**src/nap_pkg.sv**
```systemverilog
// ----------------------------------------------------------------------------
// nap_pkg
// Shared constants and register codes of the nested allpass comb filter.
// ----------------------------------------------------------------------------
package nap_pkg;

    // Coefficient and register field widths
    localparam int GAIN_BITS     = 16;
    localparam int LEN_BITS      = 13;
    localparam int COUNT_BITS    = 2;
    localparam int APB_DATA_BITS = 32;
    localparam int APB_ADDR_BITS = 5;
    localparam int REG_IDX_BITS  = 3;

    // Register map, by word index
    typedef enum logic [REG_IDX_BITS-1:0] {
        REG_OUTER_LENGTH   = 3'd0,
        REG_OUTER_GAIN     = 3'd1,
        REG_INNER_COUNT    = 3'd2,
        REG_INNER_LENGTH_A = 3'd3,
        REG_INNER_GAIN_A   = 3'd4,
        REG_INNER_LENGTH_B = 3'd5,
        REG_INNER_GAIN_B   = 3'd6
    } reg_idx_t;

    // Register reset values
    localparam logic [LEN_BITS-1:0]   RST_OUTER_LENGTH   = 13'd1024;
    localparam logic [GAIN_BITS-1:0]  RST_OUTER_GAIN     = 16'd16384;
    localparam logic [COUNT_BITS-1:0] RST_INNER_COUNT    = 2'd1;
    localparam logic [LEN_BITS-1:0]   RST_INNER_LENGTH_A = 13'd256;
    localparam logic [GAIN_BITS-1:0]  RST_INNER_GAIN_A   = 16'd16384;
    localparam logic [LEN_BITS-1:0]   RST_INNER_LENGTH_B = 13'd128;
    localparam logic [GAIN_BITS-1:0]  RST_INNER_GAIN_B   = 16'd16384;

endpackage

```
**src/nap_mul.sv**
```systemverilog
// ----------------------------------------------------------------------------
// nap_mul
// Bit-serial signed gain multiplier: Q1.15 gain times sample, scaled back by
// 2^-15 with round to nearest, one gain bit per cycle.
// ----------------------------------------------------------------------------
module nap_mul #(
    parameter int SAMPLE_BITS = 24
) (
    input  logic                                      clk,
    input  logic                                      rst_n,
    input  logic                                      start,
    input  logic signed [nap_pkg::GAIN_BITS-1:0]      gain,
    input  logic signed [SAMPLE_BITS-1:0]             sample,
    output logic                                      done,
    output logic signed [SAMPLE_BITS+1:0]             product
);
    import nap_pkg::*;

    localparam int ACC_BITS  = SAMPLE_BITS + GAIN_BITS + 1;
    localparam int CNT_BITS  = $clog2(GAIN_BITS);
    localparam int FRAC_BITS = GAIN_BITS - 1;
    localparam logic [CNT_BITS-1:0] CNT_LAST = CNT_BITS'(GAIN_BITS - 1);
    localparam logic signed [ACC_BITS-1:0] ROUND_BIAS =
        ACC_BITS'(1) << (FRAC_BITS - 1);

    logic [GAIN_BITS-1:0]        gain_reg;
    logic signed [ACC_BITS-1:0]  mcand_reg;
    logic signed [ACC_BITS-1:0]  acc_reg;
    logic [CNT_BITS-1:0]         cnt_reg;
    logic                        busy_reg;
    logic                        done_reg;
    logic signed [ACC_BITS-1:0]  acc_next;

    // Add the shifted sample for a set gain bit; the sign bit weighs negative
    always_comb
    begin
        acc_next = acc_reg;
        if (gain_reg[0])
        begin
            if (cnt_reg == CNT_LAST)
            begin
                acc_next = acc_reg - mcand_reg;
            end
            else
            begin
                acc_next = acc_reg + mcand_reg;
            end
        end
    end

    // Shift one gain bit out per cycle
    always_ff @(posedge clk or negedge rst_n)
    begin
        if (!rst_n)
        begin
            gain_reg  <= '0;
            mcand_reg <= '0;
            acc_reg   <= '0;
            cnt_reg   <= '0;
            busy_reg  <= 1'b0;
            done_reg  <= 1'b0;
        end
        else
        begin
            done_reg <= 1'b0;
            if (start)
            begin
                gain_reg  <= gain;
                mcand_reg <= ACC_BITS'(sample);
                acc_reg   <= ROUND_BIAS;
                cnt_reg   <= '0;
                busy_reg  <= 1'b1;
            end
            else if (busy_reg)
            begin
                acc_reg   <= acc_next;
                gain_reg  <= gain_reg >> 1;
                mcand_reg <= mcand_reg <<< 1;
                cnt_reg   <= cnt_reg + 1'b1;
                if (cnt_reg == CNT_LAST)
                begin
                    busy_reg <= 1'b0;
                    done_reg <= 1'b1;
                end
            end
        end
    end

    assign done    = done_reg;
    assign product = acc_reg[ACC_BITS-1:FRAC_BITS];

endmodule

```
**config.mk**
```make
export PLATFORM = sky130hd
export DESIGN_NAME = nap_mul
export DESIGN_NICKNAME = d
export VERILOG_FILES = /design/src/nap_pkg.sv /design/src/nap_mul.sv
export SDC_FILE = /design/constraint.sdc
export NUM_CORES = 1
export LEC_CHECK = 0
export CORE_ASPECT_RATIO = 1.2
export CORE_UTILIZATION = 55
export CTS_CLUSTER_SIZE = 25
export DETAILED_ROUTE_END_ITERATION = 16
export DONT_BUFFER_PORTS = 1
export PLACE_DENSITY = 0.68
export SLEW_MARGIN = 20
export SYNTH_ARGS = -nofsm -noshare
export SYNTH_HDL_FRONTEND = slang
export SYNTH_SLANG_ARGS = --single-unit
```
**constraint.sdc**
```tcl
create_clock -name clk -period 5.2 [get_ports clk]
set_input_delay 0 -clock clk [delete_from_list [all_inputs] [get_ports clk]]
set_output_delay 0 -clock clk [all_outputs]
set_load 0.02 [all_outputs]
```
==> load_flow_metrics.sql <==
INSERT INTO impl_metrics (metric_group, metric, value, unit) VALUES
('timing', 'worstMarginPinSlew', '1057', 'ps'),
('critical_path', 'setup_slack_on_the_worst_flop_to_flop_path', '880', 'ps'),
('place', 'place.port_buffers', '0', ''),
('cells_and_area', 'n_antenna_cell', '0', ''),
('synth', 'yosys_cell_types', '57', ''),
('cells_and_area', 'final_common_cell', 'nand2_1', ''),
('timing', 'worst_slew_margin_rel', '29.56', '%'),
('timing', 'setup-tns-final', '0', 'ps'),
('clock_tree', 'clk_transition_reported_paths', '70', 'ps'),
('timing', 'tcrit_tclk_final', '83.11', '%'),
('clock_tree', 'clock_tree_from_tritoncts', 'yes', ''),
('place', 'placed_area', '0.007351', 'mm^2'),
('synth', 'syn_area', '0.007492', 'mm^2'),
('synth', 'synth_top_family_by_area', 'compound AO/OA/AOI/OAI gates', ''),
('die', 'floorplan.initialDensity', '56.60', '%'),
('critical_path', 'rr_endpoint', 'acc_reg[37]', ''),
('place', 'place_inst', '966', ''),
('cells_and_area', 'nets_finish', '940', ''),
('critical_path', 'crit_required', '5480', 'ps'),
('route', 'route.vias.total', '6157', ''),
('route', 'average_detailed_routed_wire_length_per_instance', '17.67', 'um'),
('timing', 'max_clock_freq', '231.4', 'MHz'),
('die', 'i_o_pin_count', '70', ''),
('timing', 'slew_viol_final', '0', ''),
('synth', 'post_synth_mux_area_share', '5.210', '%'),
('die', 'floorplan.rows', '46', ''),
('route', 'route.detailed.drc', '0', ''),
('place', 'dp_hpwl', '12.36', 'mm'),
('route', 'drt.antenna.violating_nets', '0', ''),
('power_and_ir_drop', 'total_power', '2.806', 'mW'),
('global_route', 'first_global_vias', '6078', ''),
('critical_path', 'ff2ff_path_depth', '16', ''),
('synth', 'syn-instance-count', '873', ''),
('job', 'drv.max_cap_violation_count', '0', ''),
('cells_and_area', 'p_r_area_growth_vs_syn', '8.868', '%'),
('route', 'drt-total-wl', '18.14', 'mm'),
('clock_tree', 'cts_made_buffers', '9', ''),
('synth', 'synth_xor_area_share', '9.452', '%'),
('cells_and_area', 'most-common-layout-cells', '117 x nand2_1, 107 x o21ai_0, 103 x dfrtp_1, 54 x a21oi_1, 54 x nor2_1', ''),
('power_and_ir_drop', 'cellLeakagePower', '3.749', 'nW'),
('clock_tree', 'cts.sinks', '104', ''),
('synth', 'yosysSeqAreaShare', '34.74', '%'),
('synth', 'post_synthesis_adder_cell_area_fraction', '7.281', '%'),
('route', '1st_iter_drt_viols', '303', ''),
('synth', 'number_of_enable_flip_flop_cells_after_synthesis', '0', ''),
('status', 'outcome', 'finished clean', ''),
('clock_tree', 'cts.repair_timing.setup_buffer_count', '0', ''),
('synth', 'fraction_of_synthesis_flops_using_an_asynchronous_set_or_reset_pin', '100.0', '%'),
('power_and_ir_drop', 'vdd_ir_drop_max', '206.9', 'uV'),
('critical_path', 'critical_path.endpoint', 'acc_reg[37]', ''),
('critical_path', 'worst_ep_arrival_time', '4600', 'ps'),
('critical_path', 'r2r_start', 'mcand_reg[3]', ''),
('cells_and_area', 'final_cells', '1027', ''),
('synth', 'avgSynthCellArea', '8.582', 'um^2'),
('clock_tree', 'cts_max_level', '3', ''),
('cells_and_area', 'drive_gt1_share', '5.355', '%'),
('place', 'placement.setup.worst_slack', '908.5', 'ps'),
('die', 'die_area', '0.01410', 'mm^2'),
('timing', 'grt_setup_unrepaired', 'no', ''),
('place', 'gp_congestion', '0.9214', ''),
('synth', 'synthesized_flop_and_latch_total', '104', ''),
('power_and_ir_drop', 'pwr_density_cell', '344.0', 'mW/mm^2'),
('route', 'drt_first_pass_iters', '4', ''),
('clock_tree', 'cts_root_buf', 'clkbuf_16', ''),
('timing', 'finalSetupViolCount', '0', ''),
('hold_path', 'min-delay-path-class', 'in -> reg', ''),
('synth', 'synth_fp_nets', '959', ''),
('clock_tree', 'clock_tree.buffer_depth', '2', ''),
('critical_path', 'cp-end-kind', 'flip-flop', ''),
('synth', 'yosys_warnings', '0', ''),
('global_route', 'maximum_number_of_pins_on_one_net_before_global_route_repair', '105', '');
per-layer routing:
layer,GRT usage [%],routed length (um)
met5,0,0
met2,47.21,8840
met1,34.26,8323
met3,3.646,614
met4,9.459,367
what timing repair did:
action | 4_1_cts | 5_1_grt
hold buffers | 43 | 1
resized for setup | 0 | 0
hold endpoints to repair | 168 | 17
power breakdown:
part	internal, mW	switching [mW]	total [mW]
Sequential	0.916	0.177	1.09
Combinational	0.425	0.582	1.01
Clock	0.378	0.328	0.707
Total	1.72	1.09	2.81
worst min path at each step:
stage / start / end / slack [ps] / cells past startpoint
floorplan: rst_n / acc_reg[0] / -300 / 0
global placement: rst_n / acc_reg[20] / -290 / 0
detailed placement: rst_n / acc_reg[19] / -290 / 0
CTS: start / acc_reg[38] / 2 / 3
global route: start / cnt_reg[2] / 70 / 2
finish: start / cnt_reg[0] / 40 / 2
critical path: stages (launching register included):
cell and delay, ps:
dfrtp_1 440, or3_4 420, nor4_4 280, nand2_1 130, o41ai_1 390, xor2_1 210
ha_1 320, nand4_1 190, o21ai_0 120, a311oi_1 300, o31ai_2 180, a221oi_2 440
o21ai_2 180, a32oi_1 200, a32oi_1 150, xnor2_1 150, o21ai_0 150
logic make-up after synthesis:
logic type	after synthesis
simple gates	264
fa+ha+maj	43
flops	104
buf+inv	90
xor+xnor	80
mux	39
compound gates	253
cell type report:
cell class | count | area (um^2)
inverters | 12 | 45.04
repair buffers | 48 | 525.5
flip-flops and latches | 104 | 2606
clock buffers | 9 | 225.2
multi-input cells | 679 | 4467
well taps | 168 | 210.2
fillers | 1114 | 5081
clock inverters | 7 | 77.57
cell usage after synthesis, drive strengths merged (8+ instances only):
cell    count  area (um^2)
nor3        9        45.04
o31ai      11        106.4
or3         8        70.06
nand3       8        40.04
xnor2      38        340.3
a21o       18        135.1
o21ai     114        578.1
clkbuf     47        176.4
nor2       54        202.7
ha         42        525.5
a21oi      57        292.8
dfrtp     104         2603
nand4      13        81.33
buf        31        215.2
a211oi     19        142.6
xor2       42        367.9
mux2i      39        390.4
nand2     117        439.2
nor2b      23        143.9
inv        12        45.04
Note: power is estimated with default switching activity, not from simulation.
